[src/hdl/hsvrgb_pkg.sv]
// ============================================================================
// hsvrgb_pkg
// Shared types and constants for the HSV to RGB converter.
// ============================================================================
package hsvrgb_pkg;

    // Default channel resolution (M = 2^CHANNEL_BITS - 1)
    localparam int CHANNEL_BITS_DEF = 8;

    // Port widths
    localparam int HUE_W    = 13;
    localparam int CFG_W    = 9;
    localparam int COLOR_W  = 8;
    localparam int PACKED_W = 24;

    // Hue geometry: six sectors of 960 sixteenths of a degree
    localparam int SECTOR_STEPS   = 960;
    localparam int NUM_SECTORS    = 6;
    localparam int MAX_RAW_SECTOR = 8;    // 8191 / 960, before wrapping
    localparam int OFFSET_W       = 10;
    localparam int SECTOR_W       = 3;
    localparam int RAW_SECTOR_W   = 4;

    // Q0.8 fractions
    localparam int ONE_Q8 = 256;
    localparam int FULL_N = ONE_Q8 * SECTOR_STEPS;   // weight for a factor of one

    // Datapath widths
    localparam int N_W    = 18;   // weight, up to FULL_N
    localparam int PROD_W = 26;   // value * weight, up to 256 * FULL_N

    // Denominator 256*256*960 = 2^22 * 15
    localparam int SCALE_SHIFT = 22;
    localparam int SCALE_ODD   = 15;

    // Register reset values
    localparam logic [CFG_W-1:0] SAT_RESET = CFG_W'(204);
    localparam logic [CFG_W-1:0] VAL_RESET = CFG_W'(51);

    // Configuration register indexes
    typedef enum logic [0:0] {
        CFG_SATURATION = 1'b0,
        CFG_VALUE      = 1'b1
    } cfg_index_t;

    // Hue sectors, named by the colours they run between
    typedef enum logic [SECTOR_W-1:0] {
        SEC_RED_YELLOW     = 3'd0,
        SEC_YELLOW_GREEN   = 3'd1,
        SEC_GREEN_CYAN     = 3'd2,
        SEC_CYAN_BLUE      = 3'd3,
        SEC_BLUE_MAGENTA   = 3'd4,
        SEC_MAGENTA_RED    = 3'd5
    } sector_t;

    // Position of a hue on the circle
    typedef struct packed {
        sector_t               sector;
        logic [OFFSET_W-1:0]   offset;
    } hue_pos_t;

    // Fractions above one saturate to one
    function automatic logic [CFG_W-1:0] clamp_q8(input logic [CFG_W-1:0] x);
        logic [CFG_W-1:0] res;
        res = (x > CFG_W'(ONE_Q8)) ? CFG_W'(ONE_Q8) : x;
        return res;
    endfunction

endpackage

[src/hdl/hsvrgb_hue_decode.sv]
// ============================================================================
// hsvrgb_hue_decode
// Splits a hue into sector and offset within the sector, with wrap of
// out-of-range hues. One register stage.
// ============================================================================
module hsvrgb_hue_decode
(
    input  logic                           clk,
    input  logic [hsvrgb_pkg::HUE_W-1:0]   hue,
    output hsvrgb_pkg::hue_pos_t           pos
);

    logic [hsvrgb_pkg::RAW_SECTOR_W-1:0] raw;
    logic [hsvrgb_pkg::HUE_W-1:0]        base;
    hsvrgb_pkg::hue_pos_t                pos_next;
    hsvrgb_pkg::hue_pos_t                pos_reg;

    // Raw sector by comparing against each sector boundary
    always_comb
    begin
        raw = '0;
        for (int k = 1; k <= hsvrgb_pkg::MAX_RAW_SECTOR; k++)
        begin
            if (hue >= hsvrgb_pkg::HUE_W'(k * hsvrgb_pkg::SECTOR_STEPS))
            begin
                raw = raw + 1'b1;
            end
        end
        base = hsvrgb_pkg::HUE_W'(raw * hsvrgb_pkg::SECTOR_STEPS);
        pos_next.offset = hsvrgb_pkg::OFFSET_W'(hue - base);
        // hues past the circle wrap back to the first sectors
        if (raw >= hsvrgb_pkg::RAW_SECTOR_W'(hsvrgb_pkg::NUM_SECTORS))
        begin
            pos_next.sector = hsvrgb_pkg::sector_t'(hsvrgb_pkg::SECTOR_W'(
                raw - hsvrgb_pkg::RAW_SECTOR_W'(hsvrgb_pkg::NUM_SECTORS)));
        end
        else
        begin
            pos_next.sector = hsvrgb_pkg::sector_t'(raw[hsvrgb_pkg::SECTOR_W-1:0]);
        end
    end

    always_ff @(posedge clk)
    begin
        pos_reg <= pos_next;
    end

    assign pos = pos_reg;

endmodule

[src/hdl/hsvrgb_channel.sv]
// ============================================================================
// hsvrgb_channel
// One channel level: floor(M * value * weight / (256*256*960)).
// Three register stages: product, scale by M, divide by 15.
// ============================================================================
module hsvrgb_channel
#(
    parameter int CHANNEL_BITS = hsvrgb_pkg::CHANNEL_BITS_DEF
)
(
    input  logic                          clk,
    input  logic [hsvrgb_pkg::CFG_W-1:0]  value,
    input  logic [hsvrgb_pkg::N_W-1:0]    weight,
    output logic [CHANNEL_BITS-1:0]       level
);

    localparam int MUL_W     = hsvrgb_pkg::CFG_W + hsvrgb_pkg::N_W;
    localparam int SCALED_W  = hsvrgb_pkg::PROD_W + CHANNEL_BITS;
    localparam int X_W       = CHANNEL_BITS + 4;          // up to 15 * M
    localparam int DIV_SHIFT = CHANNEL_BITS + 8;
    localparam int RECIP_W   = CHANNEL_BITS + 5;
    localparam logic [RECIP_W-1:0] RECIP =
        RECIP_W'((2 ** DIV_SHIFT) / hsvrgb_pkg::SCALE_ODD + 1);
    localparam int QPROD_W   = X_W + RECIP_W;

    logic [MUL_W-1:0]                  mul_full;
    logic [hsvrgb_pkg::PROD_W-1:0]     prod_reg;
    logic [SCALED_W-1:0]               scaled;
    logic [X_W-1:0]                    x_next;
    logic [X_W-1:0]                    x_reg;
    logic [QPROD_W-1:0]                qprod;
    logic [CHANNEL_BITS-1:0]           level_next;
    logic [CHANNEL_BITS-1:0]           level_reg;

    // value * weight
    assign mul_full = {{hsvrgb_pkg::N_W{1'b0}}, value} * {{hsvrgb_pkg::CFG_W{1'b0}}, weight};

    // times M = 2^bits - 1, then drop the power-of-two part of the denominator
    assign scaled = {prod_reg, {CHANNEL_BITS{1'b0}}} - {{CHANNEL_BITS{1'b0}}, prod_reg};
    assign x_next = scaled[SCALED_W-1:hsvrgb_pkg::SCALE_SHIFT];

    // floor(x / 15) by reciprocal; exact for x below 2^DIV_SHIFT / 14
    assign qprod      = {{RECIP_W{1'b0}}, x_reg} * {{X_W{1'b0}}, RECIP};
    assign level_next = qprod[DIV_SHIFT+CHANNEL_BITS-1:DIV_SHIFT];

    always_ff @(posedge clk)
    begin
        prod_reg  <= mul_full[hsvrgb_pkg::PROD_W-1:0];
        x_reg     <= x_next;
        level_reg <= level_next;
    end

    assign level = level_reg;

endmodule

[src/hdl/hsv_to_rgb_converter_core.sv]
// ============================================================================
// hsv_to_rgb_converter_core
// Six-sector HSV to RGB conversion of one hue per clock.
// ============================================================================
// One hue is taken on every cycle that start is high; busy is always low.
// Each transaction comes out of the last stage as a one-cycle done strobe with
// red, green, blue and packed_color. The pipeline has six stages: hue decode,
// sector weights, value multiply, scale by the channel maximum, divide by 15,
// and colour select. Saturation and value are written through the cfg port
// (always ready) and must only change while no transaction is in flight.
// ============================================================================
module hsv_to_rgb_converter_core
#(
    parameter int CHANNEL_BITS = hsvrgb_pkg::CHANNEL_BITS_DEF
)
(
    input  logic                             clk,
    input  logic                             rst_n,
    // transaction in
    input  logic                             start,
    output logic                             busy,
    input  logic [hsvrgb_pkg::HUE_W-1:0]     hue,
    // configuration writes
    input  logic                             cfg_valid,
    output logic                             cfg_ready,
    input  logic [0:0]                       cfg_index,
    input  logic [hsvrgb_pkg::CFG_W-1:0]     cfg_data,
    // result
    output logic                             done,
    output logic [hsvrgb_pkg::COLOR_W-1:0]   red,
    output logic [hsvrgb_pkg::COLOR_W-1:0]   green,
    output logic [hsvrgb_pkg::COLOR_W-1:0]   blue,
    output logic [hsvrgb_pkg::PACKED_W-1:0]  packed_color
);

    localparam int STAGES  = 6;
    localparam int SEC_DLY = 4;
    localparam int CB      = CHANNEL_BITS;
    localparam int RS_W    = hsvrgb_pkg::CFG_W + hsvrgb_pkg::OFFSET_W;

    logic                               accept;
    logic [STAGES-1:0]                  vld_reg;
    logic [STAGES-1:0]                  vld_next;

    logic [hsvrgb_pkg::CFG_W-1:0]       sat_reg;
    logic [hsvrgb_pkg::CFG_W-1:0]       val_reg;

    hsvrgb_pkg::hue_pos_t               pos;
    logic [hsvrgb_pkg::CFG_W-1:0]       s1_reg;
    logic [hsvrgb_pkg::CFG_W-1:0]       v1_reg;

    logic [hsvrgb_pkg::OFFSET_W-1:0]    comp;
    logic [RS_W-1:0]                    rs;
    logic [RS_W-1:0]                    cs;
    logic [hsvrgb_pkg::N_W-1:0]         np_next;
    logic [hsvrgb_pkg::N_W-1:0]         nq_next;
    logic [hsvrgb_pkg::N_W-1:0]         nt_next;
    logic [hsvrgb_pkg::N_W-1:0]         np_reg;
    logic [hsvrgb_pkg::N_W-1:0]         nq_reg;
    logic [hsvrgb_pkg::N_W-1:0]         nt_reg;
    logic [hsvrgb_pkg::CFG_W-1:0]       v2_reg;

    hsvrgb_pkg::sector_t                sec_reg [SEC_DLY];

    logic [CB-1:0]                      lv_v;
    logic [CB-1:0]                      lv_p;
    logic [CB-1:0]                      lv_q;
    logic [CB-1:0]                      lv_t;

    logic [CB-1:0]                      red_next;
    logic [CB-1:0]                      green_next;
    logic [CB-1:0]                      blue_next;
    logic [CB-1:0]                      red_reg;
    logic [CB-1:0]                      green_reg;
    logic [CB-1:0]                      blue_reg;

    logic [CB+hsvrgb_pkg::COLOR_W-1:0]  red_ext;
    logic [CB+hsvrgb_pkg::COLOR_W-1:0]  green_ext;
    logic [CB+hsvrgb_pkg::COLOR_W-1:0]  blue_ext;
    logic [3*CB+hsvrgb_pkg::PACKED_W-1:0] packed_ext;

    // Handshakes: fully pipelined, never stalls
    assign busy      = 1'b0;
    assign cfg_ready = 1'b1;
    assign accept    = start && !busy;

    // Configuration registers
    always_ff @(posedge clk or negedge rst_n)
    begin
        if (!rst_n)
        begin
            sat_reg <= hsvrgb_pkg::SAT_RESET;
            val_reg <= hsvrgb_pkg::VAL_RESET;
        end
        else if (cfg_valid && cfg_ready)
        begin
            unique case (hsvrgb_pkg::cfg_index_t'(cfg_index))
                hsvrgb_pkg::CFG_SATURATION: sat_reg <= cfg_data;
                hsvrgb_pkg::CFG_VALUE:      val_reg <= cfg_data;
            endcase
        end
    end

    // Valid bits travel alongside the data
    assign vld_next = {vld_reg[STAGES-2:0], accept};

    always_ff @(posedge clk or negedge rst_n)
    begin
        if (!rst_n)
        begin
            vld_reg <= '0;
        end
        else
        begin
            vld_reg <= vld_next;
        end
    end

    // Stage 1: hue decode, clamped fractions
    hsvrgb_hue_decode u_decode
    (
        .clk (clk),
        .hue (hue),
        .pos (pos)
    );

    always_ff @(posedge clk)
    begin
        s1_reg <= hsvrgb_pkg::clamp_q8(sat_reg);
        v1_reg <= hsvrgb_pkg::clamp_q8(val_reg);
    end

    // Stage 2: weights for p, q and t
    assign comp = hsvrgb_pkg::OFFSET_W'(hsvrgb_pkg::SECTOR_STEPS) - pos.offset;
    assign rs   = {{hsvrgb_pkg::OFFSET_W{1'b0}}, s1_reg} * {{hsvrgb_pkg::CFG_W{1'b0}}, pos.offset};
    assign cs   = {{hsvrgb_pkg::OFFSET_W{1'b0}}, s1_reg} * {{hsvrgb_pkg::CFG_W{1'b0}}, comp};

    assign np_next = hsvrgb_pkg::N_W'((hsvrgb_pkg::ONE_Q8 - int'(s1_reg))
                                      * hsvrgb_pkg::SECTOR_STEPS);
    assign nq_next = hsvrgb_pkg::N_W'(hsvrgb_pkg::FULL_N - int'(rs));
    assign nt_next = hsvrgb_pkg::N_W'(hsvrgb_pkg::FULL_N - int'(cs));

    always_ff @(posedge clk)
    begin
        np_reg <= np_next;
        nq_reg <= nq_next;
        nt_reg <= nt_next;
        v2_reg <= v1_reg;
    end

    // Sector follows the data down to the select stage
    always_ff @(posedge clk)
    begin
        sec_reg[0] <= pos.sector;
        for (int i = 1; i < SEC_DLY; i++)
        begin
            sec_reg[i] <= sec_reg[i-1];
        end
    end

    // Stages 3 to 5: channel levels
    hsvrgb_channel #(.CHANNEL_BITS(CB)) u_chan_v
    (
        .clk    (clk),
        .value  (v2_reg),
        .weight (hsvrgb_pkg::N_W'(hsvrgb_pkg::FULL_N)),
        .level  (lv_v)
    );

    hsvrgb_channel #(.CHANNEL_BITS(CB)) u_chan_p
    (
        .clk    (clk),
        .value  (v2_reg),
        .weight (np_reg),
        .level  (lv_p)
    );

    hsvrgb_channel #(.CHANNEL_BITS(CB)) u_chan_q
    (
        .clk    (clk),
        .value  (v2_reg),
        .weight (nq_reg),
        .level  (lv_q)
    );

    hsvrgb_channel #(.CHANNEL_BITS(CB)) u_chan_t
    (
        .clk    (clk),
        .value  (v2_reg),
        .weight (nt_reg),
        .level  (lv_t)
    );

    // Stage 6: sector pattern select
    always_comb
    begin
        unique case (sec_reg[SEC_DLY-1])
            hsvrgb_pkg::SEC_RED_YELLOW:
            begin
                red_next = lv_v; green_next = lv_t; blue_next = lv_p;
            end
            hsvrgb_pkg::SEC_YELLOW_GREEN:
            begin
                red_next = lv_q; green_next = lv_v; blue_next = lv_p;
            end
            hsvrgb_pkg::SEC_GREEN_CYAN:
            begin
                red_next = lv_p; green_next = lv_v; blue_next = lv_t;
            end
            hsvrgb_pkg::SEC_CYAN_BLUE:
            begin
                red_next = lv_p; green_next = lv_q; blue_next = lv_v;
            end
            hsvrgb_pkg::SEC_BLUE_MAGENTA:
            begin
                red_next = lv_t; green_next = lv_p; blue_next = lv_v;
            end
            default:
            begin
                red_next = lv_v; green_next = lv_p; blue_next = lv_q;
            end
        endcase
    end

    always_ff @(posedge clk)
    begin
        if (vld_reg[STAGES-2])
        begin
            red_reg   <= red_next;
            green_reg <= green_next;
            blue_reg  <= blue_next;
        end
    end

    // Result ports
    assign red_ext    = {{hsvrgb_pkg::COLOR_W{1'b0}}, red_reg};
    assign green_ext  = {{hsvrgb_pkg::COLOR_W{1'b0}}, green_reg};
    assign blue_ext   = {{hsvrgb_pkg::COLOR_W{1'b0}}, blue_reg};
    assign packed_ext = {{hsvrgb_pkg::PACKED_W{1'b0}}, blue_reg, green_reg, red_reg};

    assign done         = vld_reg[STAGES-1];
    assign red          = red_ext[hsvrgb_pkg::COLOR_W-1:0];
    assign green        = green_ext[hsvrgb_pkg::COLOR_W-1:0];
    assign blue         = blue_ext[hsvrgb_pkg::COLOR_W-1:0];
    assign packed_color = packed_ext[hsvrgb_pkg::PACKED_W-1:0];

    // Assertions
    // every transaction gives exactly one result
    a_done_latency: assert property (@(posedge clk) disable iff (!rst_n)
        accept |-> ##6 done)
        else $error("result missing six cycles after a transaction");

    a_done_source: assert property (@(posedge clk) disable iff (!rst_n)
        done |-> $past(accept, 6))
        else $error("result without a matching transaction");

    // decoded offset stays inside its sector
    a_offset_range: assert property (@(posedge clk) disable iff (!rst_n)
        vld_reg[0] |-> (pos.offset < hsvrgb_pkg::OFFSET_W'(hsvrgb_pkg::SECTOR_STEPS)))
        else $error("hue offset outside sector");

    // wrapped sector reaching the select stage is one of six
    a_sector_range: assert property (@(posedge clk) disable iff (!rst_n)
        vld_reg[STAGES-2] |->
            (sec_reg[SEC_DLY-1] <= hsvrgb_pkg::SEC_MAGENTA_RED))
        else $error("sector not wrapped");

endmodule
[config.mk]
export PLATFORM = sky130hd
export DESIGN_NAME = hsv_to_rgb_converter_core
export DESIGN_NICKNAME = d
export VERILOG_FILES = /design/src/hdl/hsvrgb_pkg.sv /design/src/hdl/hsvrgb_hue_decode.sv /design/src/hdl/hsvrgb_channel.sv /design/src/hdl/hsv_to_rgb_converter_core.sv
export SDC_FILE = /design/constraint.sdc
export NUM_CORES = 2
export LEC_CHECK = 0
export ABC_CLOCK_PERIOD_IN_PS = 5300
export BUFFER_PORTS_ARGS = -buffer_cell sky130_fd_sc_hd__buf_2
export CAP_MARGIN = 20
export CORE_MARGIN = 3
export CORE_UTILIZATION = 59
export DETAILED_ROUTE_END_ITERATION = 12
export GPL_TIMING_DRIVEN = 0
export PLACE_DENSITY = 0.78
export SLEW_MARGIN = 5
export SYNTH_ARGS = -nofsm -noshare
export SYNTH_HDL_FRONTEND = slang
export SYNTH_SLANG_ARGS = --single-unit
[constraint.sdc]
create_clock -name clk -period 5.3 [get_ports clk]
set_clock_uncertainty 0.1 [all_clocks]
set_input_delay 0.265 -clock clk [delete_from_list [all_inputs] [get_ports clk]]
set_output_delay 0.265 -clock clk [all_outputs]
set_load 0.03 [all_outputs]
==> reports/results.ini <==
[outcome]
status=complete, but fails checks
violations=negative setup slack

[floorplanning]
die_w_um=258
die_y_um=258
rows=91
dieArea_um2=66400
core_area_um2=62200
initial_core_util_pct=60.1
ios=78

[synthesis]
synth-simple-area-share_pct=14.2
yosys-top-cells-area=fa_1 (25%), ha_1 (19%), dfxtp_1 (14%), inv_1 (7.5%), and2_1 (5.0%)
async_flop_share_pct=7.74
ys_ff_latch=310
netlist.area_leader.share_pct=24.7
yosys.cell_types.count=83
muxShareOfSynthArea_pct=1.79
synthAdderAreaFrac_pct=44.0
syn_nets=5100
syn_inst=4035
synth_edf_count=24
yosys.area.top_type=fa_1
synthXorXnorAreaFrac_pct=4.93
yosysSeqAreaShare_pct=17.6
ys_warn_count=0
synth_ff_type=dfxtp_1
syn-cell-area_um2=37400
synth-compound-area-share_pct=8.04
syn_avg_cell_area_um2=9.26
synth_top_family_by_area=adder cells

[global_routing]
overflow=0
grt_pass1_wl_mm=142
grt_max_degree=26
first_global_vias=29169
antenna_found_initial=2
gr-usage-all-layers_pct=26.0

[setup_path]
startpoint_type=flop
crit_fanout=6
cp.arrival_ps=5810
path_class=flop to flop
critPathSlowestCell=fa_1
cp.required_ps=5660
crit_chain=nor3_4 > nand2_2 > o21ai_4 > xor2_4 > and2_4 > fa_1 > fa_1 > fa_1 > inv_1 > fa_1 > ha_4 > ha_4 > or3_1 > a311o_1 > a31o_2 > a21oi_2 > xnor2_1
crit_top_cell=fa_1
worst-r2r-cell-count=17
r2r_start=u_decode.pos[2]
cpPeakStageDelay_ps=550
cp-startpoint=u_decode.pos[2]
end_kind=flop

[timing]
layout_min_cycle_time_ps=5440
finalCritPeriodShare_pct=103
holdWs_ps=63.2
worst_slack_ps=-144
worst-slew-pin-transition_ps=1090
relSlewSlack_pct=27.3
rsz0062_at_grt=true
hold_violations=0
setup_violations=3
slew_viol_final=0
fmax_ghz=0.184

[final_layout]
final_common_cell=inv_1
final_cell_mix=inv_1 (743), ha_1 (547), fa_1 (457)
drive_gt1_share_pct=12.2
area.growth.synth_to_final_pct=12.9
largest_register_ff_count=26
layout.nets=5302
diodes=0

[detailed_routing]
avgViaCountPerCell=5.50
drt_first_pass_iters=5
ant_nets=0
drt_iter0_markers=1524
drt-total-wl_mm=86.0
vias=28067
drcViolationCount=0
routedWlPerCell_um=16.9

[clock_network]
cts_root_buf=clkbuf_16
clkTransAtPathRegs_ps=60
clockBufferDepth=3
cts_made_buffers=38
clkLatencyLatePin_ps=560
cts.sinks=310
h-tree-depth=2
cts_tree=done

[min_path]
hp-start=hue[8]
holdPathStages=3
hold_path_class=input port to flop

[placed_design]
port_buffers=75
place.gp.congestion=0.908
pre_cts_ws_ps=-1340
dp_hpwl_mm=65.4

[run]
maxCapViolCount=0

-- critical path, delay by kind of cell, from the launching register on --
family / cells / cell delay, ps
adder cells (fa/ha/maj): 6 / 2430
AO/OA/AOI/OAI: 4 / 960
AND/OR/NAND/NOR: 4 / 960
XOR/XNOR: 2 / 480
flip-flops: 1 / 370
buffers and inverters: 1 / 40
-- metrics by stage --
step	area, um2	util [%]	cells	TNS [ps]
after floorplan	37500	-	4035	-71.3
after global placement	38900	62.6	4947	-28840
after detailed placement	38900	62.6	4947	-31460
after CTS	41200	66.3	5055	-330
after global routing	42200	67.8	5102	-877
final	42200	67.8	5102	-233
-- worst paths after layout --
check	slack, ps	endpoint
worst max-delay path	-140	nt_reg[13]
worst min-delay path	60	u_decode.pos[8]
worst max register to register	-140	nt_reg[13]
worst min register to register	220	v2_reg[6]
max in group asynchronous	4600	vld_reg[4]
min in group asynchronous	130	val_reg[8]
-- what timing repair did --
| action | in CTS | in global routing |
|---|---|---|
| setup endpoints to repair | 58 | 25 |
| pin swaps | 26 | 62 |
| gates resized for setup | 195 | 164 |
| hold buffers | 18 | 0 |
| cloned | 0 | 1 |
| buffers inserted | 26 | 60 |
| hold endpoints to repair | 50 | 0 |
-- synthesized netlist by cell type, drive strengths merged (7+ instances only) --
master	instances
inv	751
ha	578
fa	460
nand2	399
and2	297
dfxtp	262
xnor2	150
a21oi	123
clkbuf	114
nor2	103
o21ai	95
xor2	55
a21o	53
nor3	51
nor2b	43
mux2	42
buf	38
nand3	33
a211oi	29
edfxtp	24
and3	23
nand2b	22
or3	22
o21bai	20
mux2i	19
nand4	19
dfrtp	16
o211ai	15
o21a	15
o22ai	15
nor4	12
a21boi	11
a311oi	9
a31o	8
dfstp	8
a2111oi	7
o31ai	7
-- cell families (layout without fill, tap and decap cells) --
logic type	count (synthesis)	after routing
muxes	61	61
other	2	2
buffers and inverters	903	1133
AOI/OAI and AO/OA	456	456
and+or+nand+nor	1058	1058
xor gates and xnor gates	207	207
DFF	310	310
adders and majority gates	1038	1038
-- layer usage --
metal	track usage, %	vias up	routed length [um]
li1	-	13272	-
met3	4.02	269	5470
met4	12.5	2	4030
met5	0	-	13
met2	44.8	982	41700
met1	31.8	13542	34800
-- layout make-up --
| cell class | count | area [um2] |
|---|---|---|
| Tap cell | 837 | 1050 |
| Clock inverter | 20 | 221 |
| Multi-Input combinational cell | 2822 | 28100 |
| Sequential cell | 310 | 6630 |
| Timing Repair Buffer | 178 | 1220 |
| Fill cell | 4650 | 20000 |
| Buffer | 136 | 1070 |
| Inverter | 751 | 2820 |
| Clock buffer | 48 | 1050 |
Power is left out: the tool's default activity adds up to more than one toggle a clock period on the data nets, which glitch-free logic cannot reach.
